$ cat src/hdl/rbf_pkg.sv
// ----------------------------------------------------------------------------
// rbf_pkg: shared types and constants of the receive byte FIFO
// Buffer geometry, operation and status codes, terminator characters and the
// command and status bundles exchanged between controller and datapath.
// ----------------------------------------------------------------------------
`default_nettype none

package rbf_pkg;

   // Buffer geometry: the index and count widths follow from the depth.
   localparam int DEPTH = 256;
   localparam int IDX_W = (DEPTH > 1) ? $clog2(DEPTH) : 1;
   localparam int CNT_W = $clog2(DEPTH + 1);

   // Fixed payload widths of the channels.
   localparam int BYTE_W  = 8;
   localparam int LEVEL_W = 9;

   // Characters of interest.
   localparam logic [BYTE_W-1:0] CH_SEMI    = 8'h3B;
   localparam logic [BYTE_W-1:0] CH_CR      = 8'h0D;
   localparam logic [BYTE_W-1:0] CH_LF      = 8'h0A;
   localparam logic [BYTE_W-1:0] EMPTY_BYTE = 8'hFF;
   localparam logic [BYTE_W-1:0] ZERO_BYTE  = 8'h00;

   typedef enum logic [1:0] {
      OP_PUSH  = 2'd0,
      OP_POP   = 2'd1,
      OP_PEEK  = 2'd2,
      OP_FLUSH = 2'd3
   } func_type;

   typedef enum logic [1:0] {
      ST_OK    = 2'd0,
      ST_FULL  = 2'd1,
      ST_EMPTY = 2'd2
   } status_type;

   typedef enum logic {
      S_IDLE = 1'b0,
      S_READ = 1'b1
   } state_type;

   // Commands from the controller to the datapath.
   typedef struct packed {
      logic accept;    // a request is taken this cycle
      logic finish;    // the stored byte of a pop or peek is available
      logic load_rsp;  // capture a result into the output register
   } cmd_type;

   // Status from the datapath to the controller.
   typedef struct packed {
      logic read_needed;  // the offered request reads the byte store
   } dp_stat_type;

endpackage : rbf_pkg

`default_nettype wire

$ cat src/hdl/rbf_req_if.sv
// ----------------------------------------------------------------------------
// rbf_req_if: request channel of the receive byte FIFO
// Valid/ready channel carrying the operation code and the byte to push.
// ----------------------------------------------------------------------------
`default_nettype none

interface rbf_req_if;
   import rbf_pkg::*;

   logic                valid;
   logic                ready;
   func_type            func;
   logic [BYTE_W-1:0]   push_byte;

   modport source (output valid, output func, output push_byte, input ready);
   modport sink   (input valid, input func, input push_byte, output ready);

endinterface : rbf_req_if

`default_nettype wire

$ cat src/hdl/rbf_rsp_if.sv
// ----------------------------------------------------------------------------
// rbf_rsp_if: response channel of the receive byte FIFO
// Valid/ready channel carrying the read byte, status, fill level and count.
// ----------------------------------------------------------------------------
`default_nettype none

interface rbf_rsp_if;
   import rbf_pkg::*;

   logic                valid;
   logic                ready;
   logic [BYTE_W-1:0]   read_byte;
   status_type          status;
   logic [LEVEL_W-1:0]  fill_level;
   logic [LEVEL_W-1:0]  lines_pending;

   modport source (output valid, output read_byte, output status,
                   output fill_level, output lines_pending, input ready);
   modport sink   (input valid, input read_byte, input status,
                   input fill_level, input lines_pending, output ready);

endinterface : rbf_rsp_if

`default_nettype wire

$ cat src/hdl/rx_byte_fifo_with_line_count_core.sv
// ----------------------------------------------------------------------------
// rx_byte_fifo_with_line_count_core: receive byte FIFO with terminator count
// A circular byte buffer for a serial command receiver that also keeps the
// number of command terminators (';', CR, LF) waiting in it.
// ----------------------------------------------------------------------------
// Each request on req_chan carries an operation (push, pop, peek, flush) and
// a byte used only by push. Each request yields exactly one response on
// rsp_chan with the read byte (CR shown as LF, 0xFF when empty), a status
// (ok, full on push, empty on pop or peek), the fill level and the pending
// terminator count after the operation.
// Push, flush and pops or peeks of an empty buffer respond in the cycle after
// the request is taken and the next request can be taken in that same cycle,
// so they run at one request per cycle while responses are taken. A pop or
// peek of a nonempty buffer reads the registered read port of the byte store
// and waits in a read state, taking no new request, before it responds.
// Responses sit in an output register; a new request is taken while the
// waiting response leaves in the same cycle. If the receiver stalls, the
// response is held and requests are refused until it is taken.
// Reset empties the buffer and clears the terminator count at once; the
// byte store contents are not cleared, and are never read before written.
// ----------------------------------------------------------------------------
`default_nettype none

module rx_byte_fifo_with_line_count_core (
   input  wire logic  clock,
   input  wire logic  reset,
   rbf_req_if.sink    req_chan,
   rbf_rsp_if.source  rsp_chan
);
   import rbf_pkg::*;

   cmd_type     cmd;
   dp_stat_type dp_stat;

   // The controller sequences requests and owns the response valid flag.
   rbf_ctrl u_ctrl (
      .clock     (clock),
      .reset     (reset),
      .req_valid (req_chan.valid),
      .req_ready (req_chan.ready),
      .rsp_valid (rsp_chan.valid),
      .rsp_ready (rsp_chan.ready),
      .dp_stat   (dp_stat),
      .cmd       (cmd)
   );

   // The datapath holds the bytes, the counters and the response payload.
   rbf_datapath u_datapath (
      .clock             (clock),
      .reset             (reset),
      .cmd               (cmd),
      .dp_stat           (dp_stat),
      .req_func          (req_chan.func),
      .req_push_byte     (req_chan.push_byte),
      .rsp_read_byte     (rsp_chan.read_byte),
      .rsp_status        (rsp_chan.status),
      .rsp_fill_level    (rsp_chan.fill_level),
      .rsp_lines_pending (rsp_chan.lines_pending)
   );

endmodule : rx_byte_fifo_with_line_count_core

`default_nettype wire

$ cat src/hdl/rbf_ctrl.sv
// ----------------------------------------------------------------------------
// rbf_ctrl: request sequencer of the receive byte FIFO
// Decides when a request is taken, waits in a read state for the byte store on
// reading operations and owns the valid flag of the response register.
// ----------------------------------------------------------------------------
`default_nettype none

module rbf_ctrl (
   input  wire logic                 clock,
   input  wire logic                 reset,
   input  wire logic                 req_valid,
   output logic                      req_ready,
   output logic                      rsp_valid,
   input  wire logic                 rsp_ready,
   input  wire rbf_pkg::dp_stat_type dp_stat,
   output rbf_pkg::cmd_type          cmd
);
   import rbf_pkg::*;

   state_type state_ff, state_in;
   logic      rsp_valid_ff, rsp_valid_in;
   logic      out_free;
   logic      accept;

   // The response register can take a new result when it is empty or when
   // its current result leaves in this cycle.
   assign out_free = !rsp_valid_ff || rsp_ready;
   assign accept   = req_valid && req_ready;

   // Next state.
   always_comb begin
      state_in = state_ff;
      case (state_ff)
         S_IDLE: begin
            if (accept && dp_stat.read_needed) begin
               state_in = S_READ;
            end
         end
         S_READ: begin
            state_in = S_IDLE;
         end
         default: begin
            state_in = S_IDLE;
         end
      endcase
   end

   // Outputs.
   always_comb begin
      req_ready    = 1'b0;
      cmd.accept   = 1'b0;
      cmd.finish   = 1'b0;
      cmd.load_rsp = 1'b0;
      case (state_ff)
         S_IDLE: begin
            req_ready    = out_free;
            cmd.accept   = req_valid && out_free;
            cmd.load_rsp = req_valid && out_free && !dp_stat.read_needed;
         end
         S_READ: begin
            cmd.finish   = 1'b1;
            cmd.load_rsp = 1'b1;
         end
         default: begin
            req_ready = 1'b0;
         end
      endcase
   end

   always_comb begin
      if (cmd.load_rsp) begin
         rsp_valid_in = 1'b1;
      end else if (rsp_ready) begin
         rsp_valid_in = 1'b0;
      end else begin
         rsp_valid_in = rsp_valid_ff;
      end
   end

   always_ff @(posedge clock) begin
      if (reset) begin
         state_ff     <= S_IDLE;
         rsp_valid_ff <= 1'b0;
      end else begin
         state_ff     <= state_in;
         rsp_valid_ff <= rsp_valid_in;
      end
   end

   assign rsp_valid = rsp_valid_ff;

   // The read state is always followed by the idle state.
   a_read_one_cycle: assert property (@(posedge clock) disable iff (reset)
      state_ff == S_READ |=> state_ff == S_IDLE)
      else $error("read wait longer than one cycle");

   // No request is taken while a read is outstanding.
   a_no_accept_in_read: assert property (@(posedge clock) disable iff (reset)
      state_ff == S_READ |-> !req_ready)
      else $error("request taken during read wait");

   // The read wait always ends with a response on offer.
   a_read_gives_rsp: assert property (@(posedge clock) disable iff (reset)
      state_ff == S_READ |=> rsp_valid_ff)
      else $error("read wait produced no response");

endmodule : rbf_ctrl

`default_nettype wire

$ cat src/hdl/rbf_datapath.sv
// ----------------------------------------------------------------------------
// rbf_datapath: storage and counters of the receive byte FIFO
// Byte store, ring indices, fill and terminator counters and the response
// register, all updated under the controller's commands.
// ----------------------------------------------------------------------------
`default_nettype none

module rbf_datapath (
   input  wire logic                         clock,
   input  wire logic                         reset,
   input  wire rbf_pkg::cmd_type             cmd,
   output rbf_pkg::dp_stat_type              dp_stat,
   input  wire rbf_pkg::func_type            req_func,
   input  wire logic [rbf_pkg::BYTE_W-1:0]   req_push_byte,
   output logic [rbf_pkg::BYTE_W-1:0]        rsp_read_byte,
   output rbf_pkg::status_type               rsp_status,
   output logic [rbf_pkg::LEVEL_W-1:0]       rsp_fill_level,
   output logic [rbf_pkg::LEVEL_W-1:0]       rsp_lines_pending
);
   import rbf_pkg::*;

   logic [BYTE_W-1:0]  mem_ff [DEPTH];
   logic [BYTE_W-1:0]  rd_data_ff;
   func_type           op_ff;

   logic [IDX_W-1:0]   wr_idx_ff, wr_idx_in;
   logic [IDX_W-1:0]   rd_idx_ff, rd_idx_in;
   logic [CNT_W-1:0]   held_ff, held_in;
   logic [CNT_W-1:0]   term_ff, term_in;

   logic [BYTE_W-1:0]  byte_ff, byte_in;
   status_type         status_ff, status_in;
   logic [LEVEL_W-1:0] fill_ff, lines_ff;

   logic               full, empty;
   logic               push_is_term;
   logic               store_write;
   logic [BYTE_W-1:0]  shown;

   function automatic logic [IDX_W-1:0] next_slot(input logic [IDX_W-1:0] idx);
      return (idx == IDX_W'(DEPTH - 1)) ? '0 : idx + IDX_W'(1);
   endfunction

   assign full  = (held_ff == CNT_W'(DEPTH));
   assign empty = (held_ff == '0);
   assign push_is_term = (req_push_byte == CH_SEMI) || (req_push_byte == CH_CR) ||
                         (req_push_byte == CH_LF);
   assign shown = (rd_data_ff == CH_CR) ? CH_LF : rd_data_ff;
   assign store_write = cmd.accept && (req_func == OP_PUSH) && !full;

   assign dp_stat.read_needed = ((req_func == OP_POP) || (req_func == OP_PEEK)) && !empty;

   always_comb begin
      wr_idx_in = wr_idx_ff;
      rd_idx_in = rd_idx_ff;
      held_in   = held_ff;
      term_in   = term_ff;
      byte_in   = ZERO_BYTE;
      status_in = ST_OK;
      if (cmd.accept) begin
         case (req_func)
            OP_PUSH: begin
               if (full) begin
                  status_in = ST_FULL;
               end else begin
                  wr_idx_in = next_slot(wr_idx_ff);
                  held_in   = held_ff + CNT_W'(1);
                  if (push_is_term) begin
                     term_in = term_ff + CNT_W'(1);
                  end
               end
            end
            OP_POP: begin
               if (empty) begin
                  term_in   = '0;
                  byte_in   = EMPTY_BYTE;
                  status_in = ST_EMPTY;
               end else begin
                  rd_idx_in = next_slot(rd_idx_ff);
                  held_in   = held_ff - CNT_W'(1);
               end
            end
            OP_PEEK: begin
               if (empty) begin
                  byte_in   = EMPTY_BYTE;
                  status_in = ST_EMPTY;
               end
            end
            OP_FLUSH: begin
               wr_idx_in = '0;
               rd_idx_in = '0;
               held_in   = '0;
               term_in   = '0;
            end
            default: begin
               status_in = ST_OK;
            end
         endcase
      end
      if (cmd.finish) begin
         byte_in = shown;
         if ((op_ff == OP_POP) && ((shown == CH_SEMI) || (shown == CH_LF)) &&
             (term_ff != '0)) begin
            term_in = term_ff - CNT_W'(1);
         end
      end
   end

   always_ff @(posedge clock) begin
      if (store_write) begin
         mem_ff[wr_idx_ff] <= req_push_byte;
      end
      if (cmd.accept) begin
         rd_data_ff <= mem_ff[rd_idx_ff];
         op_ff      <= req_func;
      end
   end

   always_ff @(posedge clock) begin
      if (reset) begin
         wr_idx_ff <= '0;
         rd_idx_ff <= '0;
         held_ff   <= '0;
         term_ff   <= '0;
      end else begin
         wr_idx_ff <= wr_idx_in;
         rd_idx_ff <= rd_idx_in;
         held_ff   <= held_in;
         term_ff   <= term_in;
      end
   end

   always_ff @(posedge clock) begin
      if (cmd.load_rsp) begin
         byte_ff   <= byte_in;
         status_ff <= status_in;
         fill_ff   <= LEVEL_W'(held_in);
         lines_ff  <= LEVEL_W'(term_in);
      end
   end

   assign rsp_read_byte     = byte_ff;
   assign rsp_status        = status_ff;
   assign rsp_fill_level    = fill_ff;
   assign rsp_lines_pending = lines_ff;

   // The fill count never passes the buffer depth.
   a_held_bound: assert property (@(posedge clock) disable iff (reset)
      held_ff <= CNT_W'(DEPTH))
      else $error("fill count above depth");

   // Every counted terminator is still held in the buffer. During the read
   // wait of a pop the fill count has already dropped while the terminator
   // count is only lowered at the end of the wait, so one extra is allowed.
   a_term_bound: assert property (@(posedge clock) disable iff (reset)
      term_ff <= held_ff + CNT_W'(cmd.finish))
      else $error("terminator count above fill count");

   // A flush leaves the buffer empty with no pending terminators.
   a_flush_clears: assert property (@(posedge clock) disable iff (reset)
      cmd.accept && req_func == OP_FLUSH |=> held_ff == '0 && term_ff == '0)
      else $error("flush did not clear the buffer");

endmodule : rbf_datapath

`default_nettype wire
$ cat src/flat_wrapper.sv
// flat-port wrapper written by rule: the top's interface ports become plain ports
module rx_byte_fifo_with_line_count_core_flat import rbf_pkg::*;
  (clock, reset, req_chan_valid, req_chan_func, req_chan_push_byte, req_chan_ready, rsp_chan_valid, rsp_chan_read_byte, rsp_chan_status, rsp_chan_fill_level, rsp_chan_lines_pending, rsp_chan_ready);
  rbf_req_if req_chan_i ();
  rbf_rsp_if rsp_chan_i ();
  input  wire logic clock;
  input  wire logic reset;
  input wire logic [$bits(req_chan_i.valid)-1:0] req_chan_valid;
  input wire logic [$bits(req_chan_i.func)-1:0] req_chan_func;
  input wire logic [$bits(req_chan_i.push_byte)-1:0] req_chan_push_byte;
  output wire logic [$bits(req_chan_i.ready)-1:0] req_chan_ready;
  output wire logic [$bits(rsp_chan_i.valid)-1:0] rsp_chan_valid;
  output wire logic [$bits(rsp_chan_i.read_byte)-1:0] rsp_chan_read_byte;
  output wire logic [$bits(rsp_chan_i.status)-1:0] rsp_chan_status;
  output wire logic [$bits(rsp_chan_i.fill_level)-1:0] rsp_chan_fill_level;
  output wire logic [$bits(rsp_chan_i.lines_pending)-1:0] rsp_chan_lines_pending;
  input wire logic [$bits(rsp_chan_i.ready)-1:0] rsp_chan_ready;
  assign req_chan_i.valid = req_chan_valid;
  assign req_chan_i.func = req_chan_func;
  assign req_chan_i.push_byte = req_chan_push_byte;
  assign req_chan_ready = req_chan_i.ready;
  assign rsp_chan_valid = rsp_chan_i.valid;
  assign rsp_chan_read_byte = rsp_chan_i.read_byte;
  assign rsp_chan_status = rsp_chan_i.status;
  assign rsp_chan_fill_level = rsp_chan_i.fill_level;
  assign rsp_chan_lines_pending = rsp_chan_i.lines_pending;
  assign rsp_chan_i.ready = rsp_chan_ready;
  rx_byte_fifo_with_line_count_core u_core (.clock(clock), .reset(reset), .req_chan(req_chan_i), .rsp_chan(rsp_chan_i));
endmodule
$ cat config.mk
export PLATFORM = sky130hd
export DESIGN_NAME = rx_byte_fifo_with_line_count_core_flat
export DESIGN_NICKNAME = d
export VERILOG_FILES = /design/src/hdl/rbf_pkg.sv /design/src/hdl/rbf_req_if.sv /design/src/hdl/rbf_rsp_if.sv /design/src/hdl/rx_byte_fifo_with_line_count_core.sv /design/src/hdl/rbf_ctrl.sv /design/src/hdl/rbf_datapath.sv /design/src/flat_wrapper.sv
export SDC_FILE = /design/constraint.sdc
export NUM_CORES = 2
export LEC_CHECK = 0
export BUFFER_PORTS_ARGS = -buffer_cell sky130_fd_sc_hd__buf_2
export CAP_MARGIN = 10
export CORE_MARGIN = 4
export CORE_UTILIZATION = 47
export CTS_BUF_LIST = sky130_fd_sc_hd__clkbuf_2
export DETAILED_ROUTE_END_ITERATION = 12
export PLACE_DENSITY = 0.64
export SYNTH_ARGS = -nofsm -noshare
export SYNTH_HDL_FRONTEND = slang
export SYNTH_SLANG_ARGS = --single-unit
$ cat constraint.sdc
create_clock -name clock -period 3.7 [get_ports clock]
set_input_delay 0.185 -clock clock [delete_from_list [all_inputs] [get_ports clock]]
set_output_delay 0.185 -clock clock [all_outputs]
set_load 0.01 [all_outputs]
==> impl_metrics.toml <==
[clocking]
clock-sinks = 2122
clock_latency_ps = 1840
cts_root_buf = "clkbuf_2"
cts_buffers = 555
ctsLongestPathBuffers = 4
cts_tree = "yes"
clk_pin_slew_ps = 110
htreeDepth = 6

[worst_setup_path]
endpoint_kind = "register"
cp_slowest_cell = "dfxtp_4"
worstSetupPathDepth = 7
arrival_ps = 5080
cp.required_ps = 5150
critical_path_class = "register to register"
critical_path_buf_inv_count = 1
critPathTopFamily = "compound AO/OA/AOI/OAI gates"
crit_chain = "buf_12 > nor2_1 > a22o_1 > a221oi_1 > o21ai_0 > a21oi_1 > o311ai_1"
worstRegToRegCells = 7
cp-start-kind = "register"
slowest_delay_ps = 730
critPathMaxFanout = 48

[logic_synthesis]
ys.flop_type = "edfxtp_1"
syn-cell-area_sq_um = 83700
yosys_warnings = 0
synth_seq_cells = 2122
netlist.area_leader.share_pct = 74.8
avgSynthCellArea_sq_um = 19.4
synthArstFlopShare_pct = 0
synth-edff-count = 2086
ys_seq_area_share_pct = 75.7
ys_types = 76
syn-num-nets = 4339
yosys.area.top_type = "edfxtp_1"
yosys-top-cells-area = "edfxtp_1, mux4_2, mux2i_1, nor2_1, a221oi_1"
netlist_instances = 4312

[power]
power.density_nw_per_um2 = 467
clockPowerShare_pct = 34.5
p_int_w = 0.0335
ir_drop_v = 0.000312
power.share.switching_pct = 24.5
p_switching_w = 0.0109
p_leak_nw = 30.8
seq_power_share_pct = 59.6
combPwrFrac_pct = 5.8

[floorplan]
coreArea_sq_um = 177000
fp.dieW_um = 430
initial_utilization_pct = 47.4
io_pins = 44
die_h_um = 430
die_area_sq_um = 185000
rows = 154

[route]
vias_per_cell = 6.05
drtAntennaViolNets = 0
post_drt_wl_per_cell_um = 29.6
wl_mm = 233
drc = 0
dr.first_iter.drc_count = 6137
vias = 47700
first_pass_iters = 6

[worst_hold_path]
hp-class = "primary input to register"
hold_depth = 4

[timing]
slew-limit-headroom_pct = 18.1
fmax_ghz = 0.275
fin_hold_ws_ps = 216
slew_violations = 0
setup_viol = 0
period_share_pct = 98.1
final_hold_viol_count = 0
fin_worst_skew_ps = 181
rsz0062_at_grt = "false"
worst_slew_pin_slew_ps = 1230
fin_crit_ps = 3630
fin_ws_ps = 70.2

[layout]
final_cell_area_sq_um = 94900
multi_input_area_sq_um = 18800
fin_nets = 5219
mostFrequentLayoutCell = "edfxtp_1"
final_cells = 7887
area_growth_pct = 13.4
seqCellArea_sq_um = 63400
final_cell_mix = "edfxtp_1, clkbuf_2, buf_4"
nFillCells = 14000
layout-drive-gt1-share_pct = 33.1

[global_routing]
grt_pass1_vias = 47900
grt_use_total_pct = 25.2
grt_max_degree = 173
overflow = 0
grt_pass1_wl_mm = 338
antenna_found_initial = 14

[placed_design]
dp_slack_ps = -289
hpwl_mm = 145
place_area_sq_um = 89800
gp_congestion = 0.890
port-buffer-count = 43
dp_cells = 6926

[status]
status = "finished clean"

[flow_run]
drv_cap = 0
-- final timing paths --
check | from | end | slack (ps)
setup / recovery | u_core.u_datapath.rd_idx_ff[2] | u_core.u_datapath.rd_data_ff[7] | 70
hold / removal | req_chan_push_byte[7] | u_core.u_datapath.mem_ff[106][7] | 220
setup reg to reg | u_core.u_datapath.rd_idx_ff[2] | u_core.u_datapath.rd_data_ff[7] | 70
hold reg to reg | u_core.u_datapath.wr_idx_ff[1] | u_core.u_datapath.wr_idx_ff[3] | 580
-- synth_stat cells, types with 6 or more instances --
library cell,number
nor3_1,45
inv_1,17
nand2_1,133
mux4_2,403
ha_1,13
a221o_1,16
a221oi_1,83
a31o_2,7
o21ai_0,69
nor2b_1,25
nand3_1,52
o221ai_1,7
nor3b_1,6
nor4_1,17
nand4_1,9
a22o_1,11
mux2i_1,258
a31oi_1,24
nor2_1,329
or2_2,8
buf_1,11
buf_6,49
o31ai_1,10
o311ai_1,6
dfxtp_1,36
o22ai_1,32
buf_2,56
a311oi_1,6
buf_4,22
mux2_2,12
a22oi_1,74
o211ai_1,15
nand2b_1,15
or3_1,9
edfxtp_1,2086
a21oi_1,110
and3_1,18
clkbuf_1,124
a211oi_1,16
-- layout make-up --
class	count	area share, %
clock buffers	778	4.10
well taps	2340	3.08
clock inverters	125	0.712
diodes	9	0.0237
multi-input cells	1905	19.8
flip-flops and latches	2122	66.8
repair buffers	589	5.40
inverters	19	0.0791
-- stage by stage --
stage / power, W / TNS, ps / utilization [%]
after floorplan: 0.0284 / 0 / -
after detailed placement: 0.0295 / -439 / 50.8
after global routing: 0.0463 / 0 / 53.7
final: 0.0444 / 0 / 53.7
after global placement: 0.0295 / -503 / 50.8
after CTS: 0.0447 / 0 / 53.7
-- flip-flops by register name, indices dropped and copies added, names as in the netlist --
register / count
u_core.u_datapath.rsp_status: 2
u_core.u_datapath.rd_idx_ff: 8
u_core.u_ctrl.rsp_valid: 1
u_core.u_datapath.wr_idx_ff: 8
u_core.u_datapath.rsp_lines_pending: 9
u_core.u_datapath.op_ff: 2
u_core.u_datapath.rsp_read_byte: 8
u_core.u_datapath.held_ff: 9
u_core.u_datapath.term_ff: 9
u_core.u_datapath.rd_data_ff: 8
u_core.u_ctrl.state_ff: 1
u_core.u_datapath.rsp_fill_level: 9
u_core.u_datapath.mem_ff: 2048
-- power by group through the flow --
stage	clock (W)	combinational (W)	sequential [W]
floorplan	0	0.00140	0.0270
global placement	0	0.00249	0.0270
detailed placement	0	0.00252	0.0270
CTS	0.0157	0.00259	0.0265
global route	0.0171	0.00273	0.0265
finish	0.0153	0.00259	0.0265
-- kinds of logic after synthesis --
| group | after synthesis | synth area share [%] |
|---|---|---|
| multiplexers | 673 | 14.1 |
| adder cells (fa/ha/maj) | 13 | 0.194 |
| flip-flops | 2122 | 75.7 |
| buffers and inverters | 285 | 1.96 |
| AND/OR/NAND/NOR | 696 | 3.75 |
| XOR/XNOR | 6 | 0.0628 |
| AO/OA/AOI/OAI | 517 | 4.28 |
-- routing by layer --
metal	wire, um	vias to the layer above	share of wire (%)	GRT usage (%)
met2	108000	2718	46	38.4
met1	92200	24700	40	35.0
li1	-	19800	-	-
met3	24400	461	10	6.60
met4	8530	6	3.7	10.0
met5	39	-	0.017	0
-- worst register-to-register path, stage by stage (launching register included) --
cell	delay (ps)
dfxtp_4	730
buf_12	370
nor2_1	370
a22o_1	260
a221oi_1	370
o21ai_0	390
a21oi_1	610
o311ai_1	200
-- timing repair --
| action | in CTS | in global routing |
|---|---|---|
| gates resized for setup | 3 | 2 |
| setup buffers | 0 | 5 |
| endpoints found under the hold margin | 3745 | 0 |
| hold buffers | 44 | 0 |
| endpoints found under the setup margin | 2 | 3 |
Note: power is estimated with default switching activity, not from simulation.
